### config.mk
export PLATFORM = sky130hd
export DESIGN_NAME = bcdf_ctrl
export DESIGN_NICKNAME = d
export VERILOG_FILES = /design/src/sv/binomial_coefficient_decimal_float_defines.svh /design/src/sv/bcdf_pkg.sv /design/src/sv/bcdf_ctrl.sv
export SDC_FILE = /design/constraint.sdc
export NUM_CORES = 1
export LEC_CHECK = 0
export BUFFER_PORTS_ARGS = -buffer_cell sky130_fd_sc_hd__buf_2
export CAP_MARGIN = 20
export CORE_AREA = 2 2 39 41
export DETAILED_ROUTE_END_ITERATION = 7
export DIE_AREA = 0 0 41 43
export HOLD_SLACK_MARGIN = 0.08
export PLACE_DENSITY = 0.71
export SETUP_SLACK_MARGIN = 0.5
export SLEW_MARGIN = 10
export SYNTH_ARGS = -nofsm -noshare
export SYNTH_HDL_FRONTEND = slang
export SYNTH_SLANG_ARGS = --single-unit
### constraint.sdc
create_clock -name i_clk -period 3.95 [get_ports i_clk]
set_input_delay 0.79 -clock i_clk [delete_from_list [all_inputs] [get_ports i_clk]]
set_output_delay 0.79 -clock i_clk [all_outputs]
set_load 0.05 [all_outputs]
### src/sv/binomial_coefficient_decimal_float_defines.svh
// Assertion macros shared by the binomial coefficient block
`ifndef BINOMIAL_COEFFICIENT_DECIMAL_FLOAT_DEFINES_SVH
`define BINOMIAL_COEFFICIENT_DECIMAL_FLOAT_DEFINES_SVH

// same-cycle implication
`define BCDF_ASSERT_IMP(label, clk, rst_n, ante, cons, msg) \
    label: assert property (@(posedge clk) disable iff (!rst_n) (ante) |-> (cons)) \
        else $error(msg);

// next-cycle implication
`define BCDF_ASSERT_NXT(label, clk, rst_n, ante, cons, msg) \
    label: assert property (@(posedge clk) disable iff (!rst_n) (ante) |=> (cons)) \
        else $error(msg);

`endif

### src/sv/bcdf_pkg.sv
package bcdf_pkg;

    localparam int DEFAULT_OPERAND_BITS = 16;
    localparam int EW    = 8;
    localparam int MW    = 24;
    localparam int QBITS = 26;
    localparam int GBITS = 26;
    localparam int DEXP_W = 16;
    localparam int BIAS  = 127;

    localparam logic [MW-1:0] ONE_M = 24'h800000;
    localparam logic [MW-1:0] TEN_M = 24'hA00000;

    // ceil(2^34 / 5): floor(x / 5) is x * RECIP_FIVE >> 34
    localparam logic [31:0] RECIP_FIVE = 32'hCCCC_CCCD;

    typedef logic signed [EW-1:0] t_exp;

    localparam t_exp TEN_E = 8'sd3;

    typedef struct packed {
        t_exp            e;
        logic [MW-1:0]   m;
    } t_fp;

    typedef struct packed {
        logic load;
        logic cvt_ld_top;
        logic cvt_ld_d;
        logic cvt_shift;
        logic cvt_fin;
        logic mul_b;
        logic mul_ten;
        logic mul_rnd;
        logic div_st_b;
        logic div_st_ten;
        logic div_iter;
        logic div_fin;
        logic dexp_inc;
        logic dexp_dec;
        logic step;
        logic out_load;
    } t_cmd;

    typedef struct packed {
        logic err;
        logic d_gt_k;
        logic cvt_norm;
        logic div_done;
        logic ge_ten;
        logic lt_one;
        logic out_free;
    } t_sts;

    function automatic t_fp fp_round(input logic [MW-1:0] m, input logic g,
                                     input logic s, input t_exp e);
        logic       inc;
        logic [MW:0] sum;
        t_fp        r;
        inc = g & (s | m[0]);
        sum = {1'b0, m} + {{MW{1'b0}}, inc};
        if (sum[MW]) begin
            r.m = ONE_M;
            r.e = e + t_exp'(1);
        end else begin
            r.m = sum[MW-1:0];
            r.e = e;
        end
        return r;
    endfunction

endpackage

### src/sv/bcdf_ctrl.sv
module bcdf_ctrl
    import bcdf_pkg::*;
(
    input  logic i_clk,
    input  logic i_rst_n,
    input  logic i_valid,
    output logic o_ready,
    input  t_sts i_sts,
    output t_cmd o_cmd
);

    typedef enum logic [3:0] {
        S_IDLE, S_LOOP, S_CVT_TOP, S_MUL, S_MRND, S_CVT_D, S_DIVS, S_DIVI,
        S_NORM, S_M10R, S_NORM2, S_FIN
    } t_state;

    t_state r_state, n_state;

    always_comb begin
        n_state = r_state;
        o_cmd   = '0;
        case (r_state)
            S_IDLE: begin
                if (i_valid) begin
                    o_cmd.load = 1'b1;
                    n_state    = S_LOOP;
                end
            end
            S_LOOP: begin
                if (i_sts.err || i_sts.d_gt_k) begin
                    n_state = S_FIN;
                end else begin
                    o_cmd.cvt_ld_top = 1'b1;
                    n_state          = S_CVT_TOP;
                end
            end
            S_CVT_TOP: begin
                if (i_sts.cvt_norm) begin
                    o_cmd.cvt_fin = 1'b1;
                    n_state       = S_MUL;
                end else begin
                    o_cmd.cvt_shift = 1'b1;
                end
            end
            S_MUL: begin
                o_cmd.mul_b = 1'b1;
                n_state     = S_MRND;
            end
            S_MRND: begin
                o_cmd.mul_rnd  = 1'b1;
                o_cmd.cvt_ld_d = 1'b1;
                n_state        = S_CVT_D;
            end
            S_CVT_D: begin
                if (i_sts.cvt_norm) begin
                    o_cmd.cvt_fin = 1'b1;
                    n_state       = S_DIVS;
                end else begin
                    o_cmd.cvt_shift = 1'b1;
                end
            end
            S_DIVS: begin
                o_cmd.div_st_b = 1'b1;
                n_state        = S_DIVI;
            end
            S_DIVI: begin
                if (i_sts.div_done) begin
                    o_cmd.div_fin = 1'b1;
                    n_state       = S_NORM;
                end else begin
                    o_cmd.div_iter = 1'b1;
                end
            end
            S_NORM: begin
                if (i_sts.ge_ten) begin
                    o_cmd.div_st_ten = 1'b1;
                    o_cmd.dexp_inc   = 1'b1;
                    n_state          = S_DIVI;
                end else if (i_sts.lt_one) begin
                    o_cmd.mul_ten  = 1'b1;
                    o_cmd.dexp_dec = 1'b1;
                    n_state        = S_M10R;
                end else begin
                    o_cmd.step = 1'b1;
                    n_state    = S_LOOP;
                end
            end
            S_M10R: begin
                o_cmd.mul_rnd = 1'b1;
                n_state       = S_NORM2;
            end
            S_NORM2: begin
                if (i_sts.lt_one) begin
                    o_cmd.mul_ten  = 1'b1;
                    o_cmd.dexp_dec = 1'b1;
                    n_state        = S_M10R;
                end else begin
                    o_cmd.step = 1'b1;
                    n_state    = S_LOOP;
                end
            end
            S_FIN: begin
                if (i_sts.out_free) begin
                    o_cmd.out_load = 1'b1;
                    n_state        = S_IDLE;
                end
            end
            default: begin
                n_state = S_IDLE;
            end
        endcase
    end

    always_ff @(posedge i_clk) begin
        if (!i_rst_n) begin
            r_state <= S_IDLE;
        end else begin
            r_state <= n_state;
        end
    end

    assign o_ready = (r_state == S_IDLE);

endmodule

After elaboration in Yosys (flattened, before gate mapping)
Cells that the tools add are included.
- bits in registers: 4
- logic and storage cells: 55
- equal/unequal tests: 16
- reduce and logical (&&, ||, !) cells: 5
- multiplexer cells: 33
- operators by type and width (kind ; number):
    case mux 4 bit (12 select lines) ; 1
    2-to-1 mux 4 bit ; 8
    2-to-1 mux 1 bit ; 19
    equality test 4 x 3 -> 1 bit, second input constant ; 4
    equality test 4 bit, second input constant ; 4
    inequality test 2 bit, second input constant ; 5
    equality test 4 x 2 -> 1 bit, second input constant ; 2
    2-to-1 mux 2 bit ; 3
    AND reduction 5 bit ; 1
    equality test 4 x 1 -> 1 bit, second input constant ; 1
    zero test 4 bit ; 1
    case mux 2 bit (2 select lines) ; 1
    OR reduction 2 bit ; 2
    case mux 1 bit (2 select lines) ; 1
    logical OR 1 bit ; 1

Longest topological paths before layout
- depth in word-level cells: 3
- gate-level depth with buffers: 5

Worst setup path before layout
Ideal clock, no wire load.
- kind: in2out
- start: input i_sts[2] (netlist name)
- end: output o_cmd[6] (netlist name)
- path slack: 0.367 ns
- stages on the path: 3
- data required time: 3.160 ns
- buffers on the path: 1
- arrival: 2.793 ns
- cells stage by stage: inv_1 > nor4_1 > buf_4
- RTL lines (what ; line ; RTL):
    start, declared ; bcdf_ctrl.sv:8 ; input t_sts i_sts,
    end, declared ; bcdf_ctrl.sv:9 ; output t_cmd o_cmd

==> results by group <==
Run status
  • Result of the run: complete, no violations

Global routing
  • Initial antenna violation count: 0
  • Vias in the first global route: 438
  • GR Util All Layers: 0.143
  • First-pass GRT wire length: 1810 µm
  • Largest net degree at the start of global routing: 20
  • Total global routing overflow: 0

Pwr
  • Combinational fraction of design power: 0.661
  • Sw Ratio: 0.609
  • Clock Power Share: 0.098
  • PD cells: 823 nW/µm²
  • Internal power: 0.211 mW
  • Sequential share of power: 0.241
  • Switching power: 0.329 mW
  • Maximum vdd drop: 0.000320 V
  • Leakage: approximately 0.33 nW

Cells and area
  • Max reg flops: 4
  • Nets: 105
  • Layout cells sized above 1: 0.398
  • Ant diodes: 0
  • Top flop regs: r_state: 4 flops
  • Biggest register: r_state
  • P&R area growth vs syn: 25.6%
  • Fillers: 143

STA
  • Final hold violation count: 0
  • Final hold slack: 0.656 ns
  • Tmin final: between 2 and 3 ns
  • Fin crit share: 0.672
  • Fmax: 0.376 GHz
  • Slew HR: 0.576
  • Slew Limit Fails: 0
  • Clock Skews: 0.00311 ns
  • Worst-margin pin slew: 0.635 ns
  • RSZ-0062 raised after global routing: false
  • Total negative slack: 0 ns
  • Final setup fails: 0

Clock network
  • Root Buffer: clkbuf_4
  • Post-cts resize count: 0
  • H-tree Lvls: 1
  • CTS tree: done
  • Total CTS buffers: 3
  • Postcts setup bufs: 0
  • # hold bufs at CTS: 0
  • Clock Tree Buf Depth: 2
  • Reg clk slew, reported paths: 0.04 ns
  • Worst-skew pair later-pin latency: ~0.24 ns
  • Clock sinks: 4

Worst setup path
  • Worst flop-to-flop path endpoint: r_state[2]
  • Req. time, crit path: 3.16 ns
  • CP peak stage delay: 0.68 ns
  • Arr. time, crit path: 1.87 ns
  • CP max FO: 16
  • Crit path max-delay family: flip-flops
  • Critical Path End Type: output pin
  • Critical path class: flop to output pin
  • Critical path cell sequence: inv_2, a2111oi_2, and2_1, buf_2
  • Worst reg-to-reg setup slack: 2.24 ns
  • R2r startpoint: r_state[0]
  • Critical Path Start Type: flop
  • FF-to-FF path depth: 4
  • Slowest-stage cell, CP: dfxtp_1
  • Worst Path Buf+Inv: 2

Placed design
  • Post-DP HPWL: 951 µm
  • I/O Buffers: 26
  • RePlAce Congestion: 0.782

Worst hold path
  • Hold path start: r_state[1]
  • Hold path cells: 2
  • Hold Path Class: flop to flop
  • Worst Hold Path EP: r_state[1]

Floorplan
  • Row cnt: 14
  • Initial Util: 0.378
  • Ports: 27
  • Placeable Area: around 1400 µm²
  • Die W: around 41 µm
  • DIE HEIGHT: 43 µm
  • DIE AREA: 1760 µm²

Drt
  • DR pass1 iterations: 4
  • # DRC: 0
  • DR vias: 591
  • Iter 0 DRT Violations: 11
  • Routed wire per std cell: 11.9 µm
  • Remaining antenna violation count after routing: 0
  • WL final: 1290 µm
  • Via density: 5.42

Logic synthesis
  • Area share of the largest cell type after synthesis: 0.153
  • Synth area leaders: dfxtp_1 (15%), nor3_1 (8.6%), nor3_4 (6.2%)
  • Sequential fraction of the synthesis area: 0.153
  • Yosys cell types: 34
  • YS warnings: 0
  • Avg Synthesized Cell Area: 7.37 µm²
  • Synthesized Nets: 81
  • Cell taking the most area after synthesis: dfxtp_1
  • Cells after synthesis: 71
  • Post-synthesis instance area: around 520 µm²
  • Count of state elements after synthesis: 4

Flow run
  • Max Cap Violations: 0
-- stage by stage --
step           setup WS (ns)  utilization  instance area [µm²]  cells  total power, mW
3_5_place_dp            1.38        0.458                  634    106            0.487
6_report                1.29        0.475                  657    109            0.540
2_1_floorplan          0.683            -                  529     71            0.431
4_1_cts                 1.30        0.475                  657    109            0.542
3_3_place_gp            1.40        0.458                  634    106            0.485
5_1_grt                 1.16        0.475                  657    109            0.575
-- cell usage after synthesis --
library cell and number:
nor2b_1 2, and3b_1 1, buf_2 3, nor4_1 2, dfxtp_1 4, inv_2 1
mux2i_1 3, and2_1 2, buf_6 1, nor3_1 9, nand2b_1 2, nand2_1 6
nand3_1 1, nand4b_1 1, a21oi_4 1, inv_1 4, clkbuf_1 1, buf_4 2
a2111oi_2 1, or2_2 1, a21oi_1 4, a221o_1 1, o21ai_0 3, a221oi_1 1
nand3b_1 1, nand4bb_1 1, nor4b_1 1, o22ai_1 1, nor3b_1 1, or4_4 1
o21a_1 1, o211a_1 1, nor2_1 4, nor3_4 2
-- cell families after synthesis --
family	count (synthesis)	synth area share
AO/OA/AOI/OAI	14	0.208
buffers and inverters	12	0.122
flip-flops	4	0.153
multiplexers	3	0.0574
AND/OR/NAND/NOR	38	0.459
-- power groups by stage --
stage | sequential [mW] | combinational (mW) | clock (mW)
finish | 0.130 | 0.357 | 0.0531
CTS | 0.128 | 0.360 | 0.0542
global placement | 0.129 | 0.357 | 0
floorplan | 0.0718 | 0.359 | 0
detailed placement | 0.129 | 0.358 | 0
global route | 0.134 | 0.384 | 0.0559
-- cell type report --
| type | instances | area, µm² | area share |
|---|---|---|---|
| clock buffer | 3 | 22.5 | 0.0343 |
| inverter | 5 | 18.8 | 0.0286 |
| multi-input combinational | 55 | 385 | 0.587 |
| sequential | 4 | 80.1 | 0.122 |
| tap | 16 | 20.0 | 0.0305 |
| timing repair buffer | 26 | 130 | 0.198 |
-- metal layers --
metal | global-route usage | routed length, µm
met5 | 0 | 0
met1 | 0.181 | 592
met3 | 0.0157 | 76
met2 | 0.241 | 614
met4 | 0.0400 | 9
-- worst max-delay path by stage --
| stage | depth (start not counted) | start | endpoint | slack (ns) |
|---|---|---|---|---|
| final | 4 | r_state[3] | o_cmd[9] | 1.29 |
| after global routing | 4 | r_state[3] | o_cmd[1] | 1.16 |
| after CTS | 4 | r_state[3] | o_cmd[9] | 1.30 |
| after detailed placement | 4 | i_sts[2] | o_cmd[9] | 1.38 |
| after global placement | 4 | i_sts[2] | o_cmd[2] | 1.40 |
| after floorplan | 4 | r_state[2] | o_cmd[15] | 0.68 |
-- placed cells by master, fill, tap and decap left out --
cell | netlist | final
nand2_1 | 6 | 6
or2_2 | 1 | 1
nor3b_1 | 1 | 1
clkbuf_4 | 0 | 3
inv_2 | 1 | 1
nand4bb_1 | 1 | 1
and2_1 | 2 | 2
a221oi_1 | 1 | 1
nand4b_1 | 1 | 1
nor4_2 | 0 | 1
a221o_1 | 1 | 1
or4_4 | 1 | 1
dfxtp_1 | 4 | 4
buf_2 | 3 | 26
nor2_1 | 4 | 4
nor4b_1 | 1 | 1
and3b_1 | 1 | 1
nand3_1 | 1 | 1
a21oi_4 | 1 | 1
mux2i_1 | 3 | 3
inv_1 | 4 | 4
a2111oi_2 | 1 | 1
o21ai_0 | 3 | 3
nand3b_1 | 1 | 1
nand2b_1 | 2 | 2
nor2b_1 | 2 | 2
o22ai_1 | 1 | 1
nor3_4 | 2 | 2
o21a_1 | 1 | 1
o211a_1 | 1 | 1
nor4_1 | 2 | 1
a21oi_1 | 4 | 4
nor3_1 | 9 | 9
-- worst reg2reg max path, cell delays in order (launching register included) --
cell	delay [ns]
dfxtp_1	0.72
nor3b_1	0.15
o21a_1	0.26
nor3_4	0.27
mux2i_1	0.23
Power figures use the tool's default switching activity.
